`src/design/sbsh_pkg.sv`:
```
// constants shared by the sha-256 byte stream hasher: round constants and initial hash
package sbsh_pkg;

  localparam int unsigned HashWords  = 8;
  localparam int unsigned BlockWords = 16;
  localparam int unsigned Rounds     = 64;

  // byte placed first when a message is closed
  localparam logic [7:0] PadMark = 8'h80;
  // fill count at which the length field starts
  localparam logic [5:0] LengthStart = 6'd56;

  typedef logic [31:0] word_t;

  localparam word_t ROUND_K [0:63] = '{
    32'h428a2f98, 32'h71374491, 32'hb5c0fbcf, 32'he9b5dba5,
    32'h3956c25b, 32'h59f111f1, 32'h923f82a4, 32'hab1c5ed5,
    32'hd807aa98, 32'h12835b01, 32'h243185be, 32'h550c7dc3,
    32'h72be5d74, 32'h80deb1fe, 32'h9bdc06a7, 32'hc19bf174,
    32'he49b69c1, 32'hefbe4786, 32'h0fc19dc6, 32'h240ca1cc,
    32'h2de92c6f, 32'h4a7484aa, 32'h5cb0a9dc, 32'h76f988da,
    32'h983e5152, 32'ha831c66d, 32'hb00327c8, 32'hbf597fc7,
    32'hc6e00bf3, 32'hd5a79147, 32'h06ca6351, 32'h14292967,
    32'h27b70a85, 32'h2e1b2138, 32'h4d2c6dfc, 32'h53380d13,
    32'h650a7354, 32'h766a0abb, 32'h81c2c92e, 32'h92722c85,
    32'ha2bfe8a1, 32'ha81a664b, 32'hc24b8b70, 32'hc76c51a3,
    32'hd192e819, 32'hd6990624, 32'hf40e3585, 32'h106aa070,
    32'h19a4c116, 32'h1e376c08, 32'h2748774c, 32'h34b0bcb5,
    32'h391c0cb3, 32'h4ed8aa4a, 32'h5b9cca4f, 32'h682e6ff3,
    32'h748f82ee, 32'h78a5636f, 32'h84c87814, 32'h8cc70208,
    32'h90befffa, 32'ha4506ceb, 32'hbef9a3f7, 32'hc67178f2
  };

  localparam word_t INIT_HASH [0:7] = '{
    32'h6a09e667, 32'hbb67ae85, 32'h3c6ef372, 32'ha54ff53a,
    32'h510e527f, 32'h9b05688c, 32'h1f83d9ab, 32'h5be0cd19
  };

endpackage

```
`src/design/sha256_byte_stream_hasher_core.sv`:
```
// sha-256 over a byte stream: input words of one byte, one eight-word digest per message
//
// Input channel (in_valid/in_ready): data_byte, byte_present, end_of_message.
// A word with byte_present high adds data_byte to the message; a word with
// end_of_message high closes the message after its byte (if any), so a lone
// end_of_message word hashes the empty message.
// Output channel (out_valid/out_ready): digest_word0..7, hash words H0..H7.
//
// Flow: a byte that does not complete a 64-byte block is just stored. The
// byte that completes a block starts a compression: one shared round
// unit runs the 64 compression rounds, one per cycle, then the hash words
// are updated. Closing a message feeds the 0x80 mark, zero padding and the
// eight length bytes through the same block buffer one per cycle, with a
// pad-state step that feeds nothing before the length (up to 72 bytes when
// the tail spills into a second block); each block is compressed likewise,
// then the digest loads. in_ready is high only while no work is in progress.
// The digest sits in its own register; the core returns to taking bytes while
// it waits, and only stalls at the end of the next message if out_ready is
// still low. Synchronous reset loads the initial hash, clears the fill count,
// the length counter and out_valid.
module sha256_byte_stream_hasher_core (
  input  logic        clk,
  input  logic        rst,
  input  logic        in_valid,
  output logic        in_ready,
  input  logic [7:0]  data_byte,
  input  logic        byte_present,
  input  logic        end_of_message,
  output logic        out_valid,
  input  logic        out_ready,
  output logic [31:0] digest_word0,
  output logic [31:0] digest_word1,
  output logic [31:0] digest_word2,
  output logic [31:0] digest_word3,
  output logic [31:0] digest_word4,
  output logic [31:0] digest_word5,
  output logic [31:0] digest_word6,
  output logic [31:0] digest_word7
);

  typedef enum logic [2:0] {
    ST_IDLE,
    ST_PAD,
    ST_LENGTH,
    ST_ROUND,
    ST_UPDATE,
    ST_FINISH
  } state_t;

  state_t        state;
  sbsh_pkg::word_t hash   [sbsh_pkg::HashWords];
  sbsh_pkg::word_t work   [sbsh_pkg::HashWords];
  sbsh_pkg::word_t win    [sbsh_pkg::BlockWords];
  sbsh_pkg::word_t digest [sbsh_pkg::HashWords];
  logic [5:0]    fill;
  logic [5:0]    round;
  logic [63:0]   message_bits;
  logic [2:0]    len_idx;
  logic          closing;
  logic          pad_mark;
  logic          len_done;

  logic          feed_en;
  logic [7:0]    feed_byte;
  logic [63:0]   len_shifted;
  logic          in_fire;

  sbsh_pkg::word_t s0, s1, sum0, sum1, choose, major, t1, t2, w_next;
  sbsh_pkg::word_t wx, wy, ea, aa;

  assign in_ready = (state == ST_IDLE);
  assign in_fire  = in_valid && in_ready;

  assign digest_word0 = digest[0];
  assign digest_word1 = digest[1];
  assign digest_word2 = digest[2];
  assign digest_word3 = digest[3];
  assign digest_word4 = digest[4];
  assign digest_word5 = digest[5];
  assign digest_word6 = digest[6];
  assign digest_word7 = digest[7];

  // length field, most significant byte first
  assign len_shifted = message_bits >> {~len_idx, 3'b000};

  // byte source for the block buffer
  always_comb begin
    feed_en   = 1'b0;
    feed_byte = 8'h00;
    case (state)
      ST_IDLE: begin
        feed_en   = in_fire && byte_present;
        feed_byte = data_byte;
      end
      ST_PAD: begin
        feed_en   = !pad_mark || (fill != sbsh_pkg::LengthStart);
        feed_byte = pad_mark ? 8'h00 : sbsh_pkg::PadMark;
      end
      ST_LENGTH: begin
        feed_en   = 1'b1;
        feed_byte = len_shifted[7:0];
      end
      default: begin
        feed_en   = 1'b0;
        feed_byte = 8'h00;
      end
    endcase
  end

  // shared round unit and message schedule step
  always_comb begin
    wx     = win[1];
    wy     = win[14];
    ea     = work[4];
    aa     = work[0];
    s0     = {wx[6:0], wx[31:7]} ^ {wx[17:0], wx[31:18]} ^ (wx >> 3);
    s1     = {wy[16:0], wy[31:17]} ^ {wy[18:0], wy[31:19]} ^ (wy >> 10);
    w_next = s1 + win[9] + s0 + win[0];
    sum1   = {ea[5:0], ea[31:6]} ^ {ea[10:0], ea[31:11]} ^ {ea[24:0], ea[31:25]};
    choose = (ea & work[5]) ^ (~ea & work[6]);
    t1     = work[7] + sum1 + choose + sbsh_pkg::ROUND_K[round] + win[0];
    sum0   = {aa[1:0], aa[31:2]} ^ {aa[12:0], aa[31:13]} ^ {aa[21:0], aa[31:22]};
    major  = (aa & work[1]) ^ (aa & work[2]) ^ (work[1] & work[2]);
    t2     = sum0 + major;
  end

  // sequencer, block buffer, hash state and digest register
  always_ff @(posedge clk) begin
    if (rst) begin
      state        <= ST_IDLE;
      fill         <= '0;
      round        <= '0;
      message_bits <= '0;
      len_idx      <= '0;
      closing      <= 1'b0;
      pad_mark     <= 1'b0;
      len_done     <= 1'b0;
      out_valid    <= 1'b0;
      for (int i = 0; i < sbsh_pkg::HashWords; i++) begin
        hash[i] <= sbsh_pkg::INIT_HASH[i];
      end
    end else begin
      // digest taken by the receiver; reloading it is left to the finish step
      if (out_valid && out_ready && state != ST_FINISH) begin
        out_valid <= 1'b0;
      end

      // byte shift into the 16-word block window
      if (feed_en) begin
        for (int i = 0; i < sbsh_pkg::BlockWords - 1; i++) begin
          win[i] <= {win[i][23:0], win[i+1][31:24]};
        end
        win[sbsh_pkg::BlockWords-1] <= {win[sbsh_pkg::BlockWords-1][23:0], feed_byte};
        fill <= fill + 6'd1;
        if (fill == 6'd63) begin
          for (int i = 0; i < sbsh_pkg::HashWords; i++) begin
            work[i] <= hash[i];
          end
          round <= '0;
        end
      end

      case (state)
        ST_IDLE: begin
          if (in_fire) begin
            closing <= end_of_message;
            if (byte_present) begin
              message_bits <= message_bits + 64'd8;
            end
            if (byte_present && fill == 6'd63) begin
              state <= ST_ROUND;
            end else if (end_of_message) begin
              state <= ST_PAD;
            end
          end
        end
        ST_PAD: begin
          if (pad_mark && fill == sbsh_pkg::LengthStart) begin
            len_idx <= '0;
            state   <= ST_LENGTH;
          end else begin
            pad_mark <= 1'b1;
            if (fill == 6'd63) begin
              state <= ST_ROUND;
            end
          end
        end
        ST_LENGTH: begin
          len_idx <= len_idx + 3'd1;
          if (len_idx == 3'd7) begin
            len_done <= 1'b1;
            state    <= ST_ROUND;
          end
        end
        ST_ROUND: begin
          work[7] <= work[6];
          work[6] <= work[5];
          work[5] <= work[4];
          work[4] <= work[3] + t1;
          work[3] <= work[2];
          work[2] <= work[1];
          work[1] <= work[0];
          work[0] <= t1 + t2;
          for (int i = 0; i < sbsh_pkg::BlockWords - 1; i++) begin
            win[i] <= win[i+1];
          end
          win[sbsh_pkg::BlockWords-1] <= w_next;
          round <= round + 6'd1;
          if (round == 6'(sbsh_pkg::Rounds - 1)) begin
            state <= ST_UPDATE;
          end
        end
        ST_UPDATE: begin
          for (int i = 0; i < sbsh_pkg::HashWords; i++) begin
            hash[i] <= hash[i] + work[i];
          end
          if (len_done) begin
            state <= ST_FINISH;
          end else if (closing) begin
            state <= ST_PAD;
          end else begin
            state <= ST_IDLE;
          end
        end
        ST_FINISH: begin
          // wait for the previous digest to leave before overwriting it
          if (!out_valid || out_ready) begin
            for (int i = 0; i < sbsh_pkg::HashWords; i++) begin
              digest[i] <= hash[i];
              hash[i]   <= sbsh_pkg::INIT_HASH[i];
            end
            out_valid    <= 1'b1;
            message_bits <= '0;
            closing      <= 1'b0;
            pad_mark     <= 1'b0;
            len_done     <= 1'b0;
            state        <= ST_IDLE;
          end
        end
        default: begin
          state <= ST_IDLE;
        end
      endcase
    end
  end

endmodule
```
`config.mk`:
```
export PLATFORM = sky130hd
export DESIGN_NAME = sha256_byte_stream_hasher_core
export DESIGN_NICKNAME = d
export VERILOG_FILES = /design/src/design/sbsh_pkg.sv /design/src/design/sha256_byte_stream_hasher_core.sv
export SDC_FILE = /design/constraint.sdc
export NUM_CORES = 2
export LEC_CHECK = 0
export BUFFER_PORTS_ARGS = -buffer_cell sky130_fd_sc_hd__buf_2
export CAP_MARGIN = 15
export CORE_MARGIN = 2
export CORE_UTILIZATION = 65
export CTS_BUF_LIST = sky130_fd_sc_hd__clkbuf_4
export DETAILED_ROUTE_END_ITERATION = 16
export PLACE_DENSITY_LB_ADDON = 0.2
export REMOVE_ABC_BUFFERS = 1
export SETUP_SLACK_MARGIN = 0.5
export SKIP_CTS_REPAIR_TIMING = 1
export SLEW_MARGIN = 10
export SYNTH_ARGS = -nofsm -noshare
export SYNTH_HDL_FRONTEND = slang
export SYNTH_SLANG_ARGS = --single-unit
export TNS_END_PERCENT = 30
```
`constraint.sdc`:
```
create_clock -name clk -period 18.3 [get_ports clk]
set_clock_uncertainty 0.2 [all_clocks]
set_input_delay 1.83 -clock clk [delete_from_list [all_inputs] [get_ports clk]]
set_output_delay 1.83 -clock clk [all_outputs]
set_load 0.05 [all_outputs]
```
==> metrics.md <==
| Metric | Value |
|---|---|
| Result of the run | `finished, final reports clean` |
| Post-synth ARST share | `0%` |
| Adder-cell area share of the yosys netlist | `between 10% and 20%` |
| CTS buffer count | `between 300 and 400` |
| Vias per inst | `around 6.2` |
| Number of hold violations in the final report | `0` |
| Maximum fanout encountered on the critical timing path | `26` |
| Clock latency at the later pin of the worst-skew pair | `between 1 and 1.5 ns` |
| Worst hold path type | `reg -> reg` |
| # placed instances | `approximately 9,800` |
| Switching power total | `roughly 4400 uW` |
| Antenna-violating nets left | `0` |
| Number of antenna violations at the first check in global routing | `10` |
| Combinational Power Share | `slightly above 40%` |
| Leakage component of the power | `0.0354 uW` |
| Clock share of power | `around 23%` |
| Fin nets | `around 9,100` |
| Crit Reg-Reg Startpoint | `round[0]` |
| Top-area cell type share of the netlist area | `43.3%` |
| Crit path setup slack, layout | `roughly 6.6 ns` |
| Drt first-iter violations | `roughly 8,700` |
| Placed Area | `just over 0.08 mm^2` |
| Normalized max-slew margin | `about a tenth` |
| Flip-flop and latch count after synthesis | `1,363` |
| Portion of the clock cycle consumed by the worst path in the final layout | `around 64%` |
| Clock sink count | `1,363` |
| Die boundary width | `355 um` |
| Number of fill cells in the layout | `between 8,000 and 9,000` |
| Final hold slack | `about 0.25 ns` |
| Setup crit end kind | `flip-flop` |
| Maximum number of pins on one net before global-route repair | `200` |
| Clock transition at the register clock pins on the worst setup and hold paths after CTS | `about 0.070 ns` |
| Commonest register cell after synthesis | `sky130_fd_sc_hd__edfxtp_1` |
| Area of the placeable core | `0.122 mm^2` |
| Number of cells on the worst hold path | `2` |
| Slowest stage cell on the critical path | `sky130_fd_sc_hd__ha_1` |
| Met2 track demand over resource | `about three fifths` |
| Clock root buffer master | `sky130_fd_sc_hd__clkbuf_4` |
| Number of synthesized flops with an enable pin | `1,152` |
| Max clock buf depth | `4` |
| Maximum level of the CTS H-tree | `5` |
| Post-layout minimum cycle time | `~12 ns` |
| Via count of the first global-routing pass | `a little over 60,000` |
| Count of pins over their slew limit | `0` |
| Post-Place Setup Slack | `~6.9 ns` |
| Sequential element share of the synthesized area | `roughly 49%` |
| Cell accounting for the most synthesized area | `sky130_fd_sc_hd__edfxtp_1` |
| Number of cells on the worst reg-to-reg path | `35` |
| Global routing usage on met1 | `between 50% and 60%` |
| Multiplexer area fraction after synthesis | `between 1 and 1.5%` |
| Multi-input logic area | `around 0.039 mm^2` |
| First-pass GRT wire length | `378,000 um` |
| Area delta synth->final | `8.61%` |
| Kind of start point of the critical path | `flip-flop` |
| Storage element area | `0.0388 mm^2` |
| Slew @ Worst Pin | `about 1.3 ns` |
| Area of the die | `between 0.1 and 0.15 mm^2` |
| Data required time at the worst endpoint | `about 19 ns` |
| Summed instance area of the synthesized netlist | `between 0.07 and 0.08 mm^2` |
| Maximum operating frequency | `~85 MHz` |
| First-pass iteration count of the detailed router | `8` |
| Compound-gate portion of the synthesized area | `roughly an eighth` |
| Min-Delay Startpoint | `win[0][206]` |
| Xor/xnor share of the synthesized area | `6.69%` |
| Count of final setup violators | `0` |
| FF-to-FF End | `work[0][31]` |
| R2R Setup Slk | `around 6.6 ns` |
| RSZ-0062 raised after global routing | `false` |
| Count of unresolved DRC violations after routing | `0` |
| Initial Utilization | `around two thirds` |
| Average cell area after synthesis | `~9.7 um^2` |
| Simple-gate portion of the synthesized area | `~17%` |
| Total non-filler cell area in the finished layout | `around 0.087 mm^2` |
| Placement Rows | `around 130` |
| Biggest cell delay along the critical path | `0.72 ns` |
| Overall via count from detail_route | `~65,000` |
| Main combinational cell family by area after synthesis | `simple AND/OR/NAND/NOR gates` |
| Arrival time worst endpoint | `about 13 ns` |
| Switching share of power | `38.5%` |
| Post-detail-place hpwl | `about 180,000 um` |
| Peak VDD IR | `about 140 uV` |
| Cell internal pwr | `6980 uW` |
| Flop pwr share | `between 30% and 40%` |
| Number of standard cells in the layout, taps in and fillers out | `about 10,000` |
| Warning count from the yosys run | `0` |
| Overall die height | `between 300 and 400 um` |
| Met3 Resource Use GR | `9.93%` |
| Cells taking the most area after synthesis | `sky130_fd_sc_hd__edfxtp_1 (43%), sky130_fd_sc_hd__nand2_1 (11%), sky130_fd_sc_hd__ha_1 (6.2%)` |
| Routability congestion estimate from global placement | `around 1.0` |
| Power Dens Cells | `between 100 and 150 mW/mm^2` |
| Aggregate global routing overflow | `0` |
| Sink of the worst hold path | `win[0][174]` |
| Buffers on Ports | `~270` |
| Proportion of layout cells with a drive suffix above 1 | `around 11%` |
| Setup TNS after final layout | `0 ns` |
| Clock tree from TritonCTS | `built` |
| Cells after Synth | `between 8,000 and 9,000` |
| Number of I/O pins | `roughly 270` |
| CP Class | `reg -> reg` |
| Number of library cell types mapped by synthesis | `around 90` |
| Max Cap Viol | `0` |
| WL per Instance | `roughly 24 um` |
| Busiest layer in global routing | `met2` |
| Overall Global Routing Usage | `between 40% and 50%` |
| Total Wirelength | `between 200,000 and 300,000 um` |
## worst max-delay path by stage
| stage | from | to | slack (ns) | depth (start not counted) |
|---|---|---|---|---|
| final | round[0] | work[0][31] | 6.60 | 35 |
| after CTS | round[0] | work[0][31] | 6.90 | 37 |
| after detailed placement | round[0] | work[0][31] | 6.85 | 37 |
| after global placement | round[0] | work[0][31] | 6.90 | 38 |
| after global routing | round[0] | work[0][31] | 5.95 | 40 |
| after floorplan | rst | win[0][0] | -22.37 | 2 |
## stage by stage
stage / total power [uW] / utilization (%)
final: 11400 / 71.2
after detailed placement: 8630 / 67.7
after global routing: 12000 / 71.2
after global placement: 8550 / 67.7
after floorplan: 7520 / -
after CTS: 11300 / 71.2
## cell families (layout without fill, tap and decap cells)
family / Yosys count / count (layout)
flops: 1363 / 1363
buf+inv: 694 / 1228
other cells: 0 / 12
xor+xnor: 611 / 611
simple gates: 3358 / 3358
mux: 69 / 69
fa+ha+maj: 615 / 615
compound gates: 1496 / 1496
## cells in the mapped netlist (all sizes together), types with 30 or more instances
master,instances
a211oi,51
a21o,188
a21oi,443
a31oi,38
and3,43
buf,42
clkbuf,390
dfxtp,211
edfxtp,1152
fa,195
ha,398
inv,260
mux2,32
nand2,2441
nand2b,69
nand3,101
nand4,46
nor2,385
nor2b,49
nor3,94
o211ai,47
o21a,45
o21ai,420
o21bai,51
o31ai,30
or3,58
xnor2,405
xor2,206
## per-layer routing
layer / vias up / part of all wire [%]
li1: 29200 / -
met1: 30900 / 40
met2: 3962 / 43
met3: 567 / 12
met4: 6 / 4.8
met5: - / 0.011
## worst max-delay path: cells and delay by family, from the launching register on
kind            cells  cell delay, ns
xor+xnor            2            0.39
flops               1            0.31
simple gates        6            2.07
compound gates     14            3.99
buf+inv             6            1.17
fa+ha+maj           7            3.36
## power groups by stage
stage                     combinational, uW  clock [uW]  sequential (uW)
after detailed placement               4500           0             4130
after floorplan                        3430           0             4090
final                                  4660        2620             4080
after global routing                   5100        2800             4090
after global placement                 4430           0             4120
after CTS                              4550        2640             4070
## sequential cells by signal (all words and copies together), names as in the netlist
name,count
win,512
digest,256
hash,256
work,256
message_bits,61
fill,6
round,6
len_idx,3
state,3
closing,1
len_done,1
out_valid,1
pad_mark,1
## layout make-up
cell class / count / area share (%)
well taps: 1625 / 2.34
clock buffers: 500 / 4.32
multi-input cells: 6149 / 44.5
diodes: 12 / 0.0346
inverters: 262 / 1.14
clock inverters: 108 / 0.617
flip-flops and latches: 1363 / 44.7
repair buffers: 358 / 2.34
## placed cells by master, fill, tap and decap left out, types with 36 or more instances in the layout
| cell | instances |
|---|---|
| sky130_fd_sc_hd__buf_2 | 271 |
| sky130_fd_sc_hd__inv_1 | 257 |
| sky130_fd_sc_hd__fa_1 | 195 |
| sky130_fd_sc_hd__nor2b_1 | 49 |
| sky130_fd_sc_hd__a21o_1 | 188 |
| sky130_fd_sc_hd__nand4_1 | 45 |
| sky130_fd_sc_hd__nand3_1 | 101 |
| sky130_fd_sc_hd__o21a_1 | 45 |
| sky130_fd_sc_hd__edfxtp_1 | 1152 |
| sky130_fd_sc_hd__a31oi_1 | 36 |
| sky130_fd_sc_hd__clkbuf_4 | 500 |
| sky130_fd_sc_hd__nand2_1 | 2438 |
| sky130_fd_sc_hd__dfxtp_1 | 208 |
| sky130_fd_sc_hd__a211oi_1 | 50 |
| sky130_fd_sc_hd__clkinv_1 | 87 |
| sky130_fd_sc_hd__o21bai_1 | 51 |
| sky130_fd_sc_hd__xor2_1 | 206 |
| sky130_fd_sc_hd__a21oi_1 | 441 |
| sky130_fd_sc_hd__or3_1 | 58 |
| sky130_fd_sc_hd__and3_1 | 43 |
| sky130_fd_sc_hd__nor3_1 | 93 |
| sky130_fd_sc_hd__xnor2_1 | 405 |
| sky130_fd_sc_hd__ha_1 | 398 |
| sky130_fd_sc_hd__o21ai_0 | 415 |
| sky130_fd_sc_hd__nor2_1 | 380 |
| sky130_fd_sc_hd__o211ai_1 | 47 |
| sky130_fd_sc_hd__nand2b_1 | 66 |
| sky130_fd_sc_hd__buf_4 | 85 |
Power figures use the tool's default switching activity.
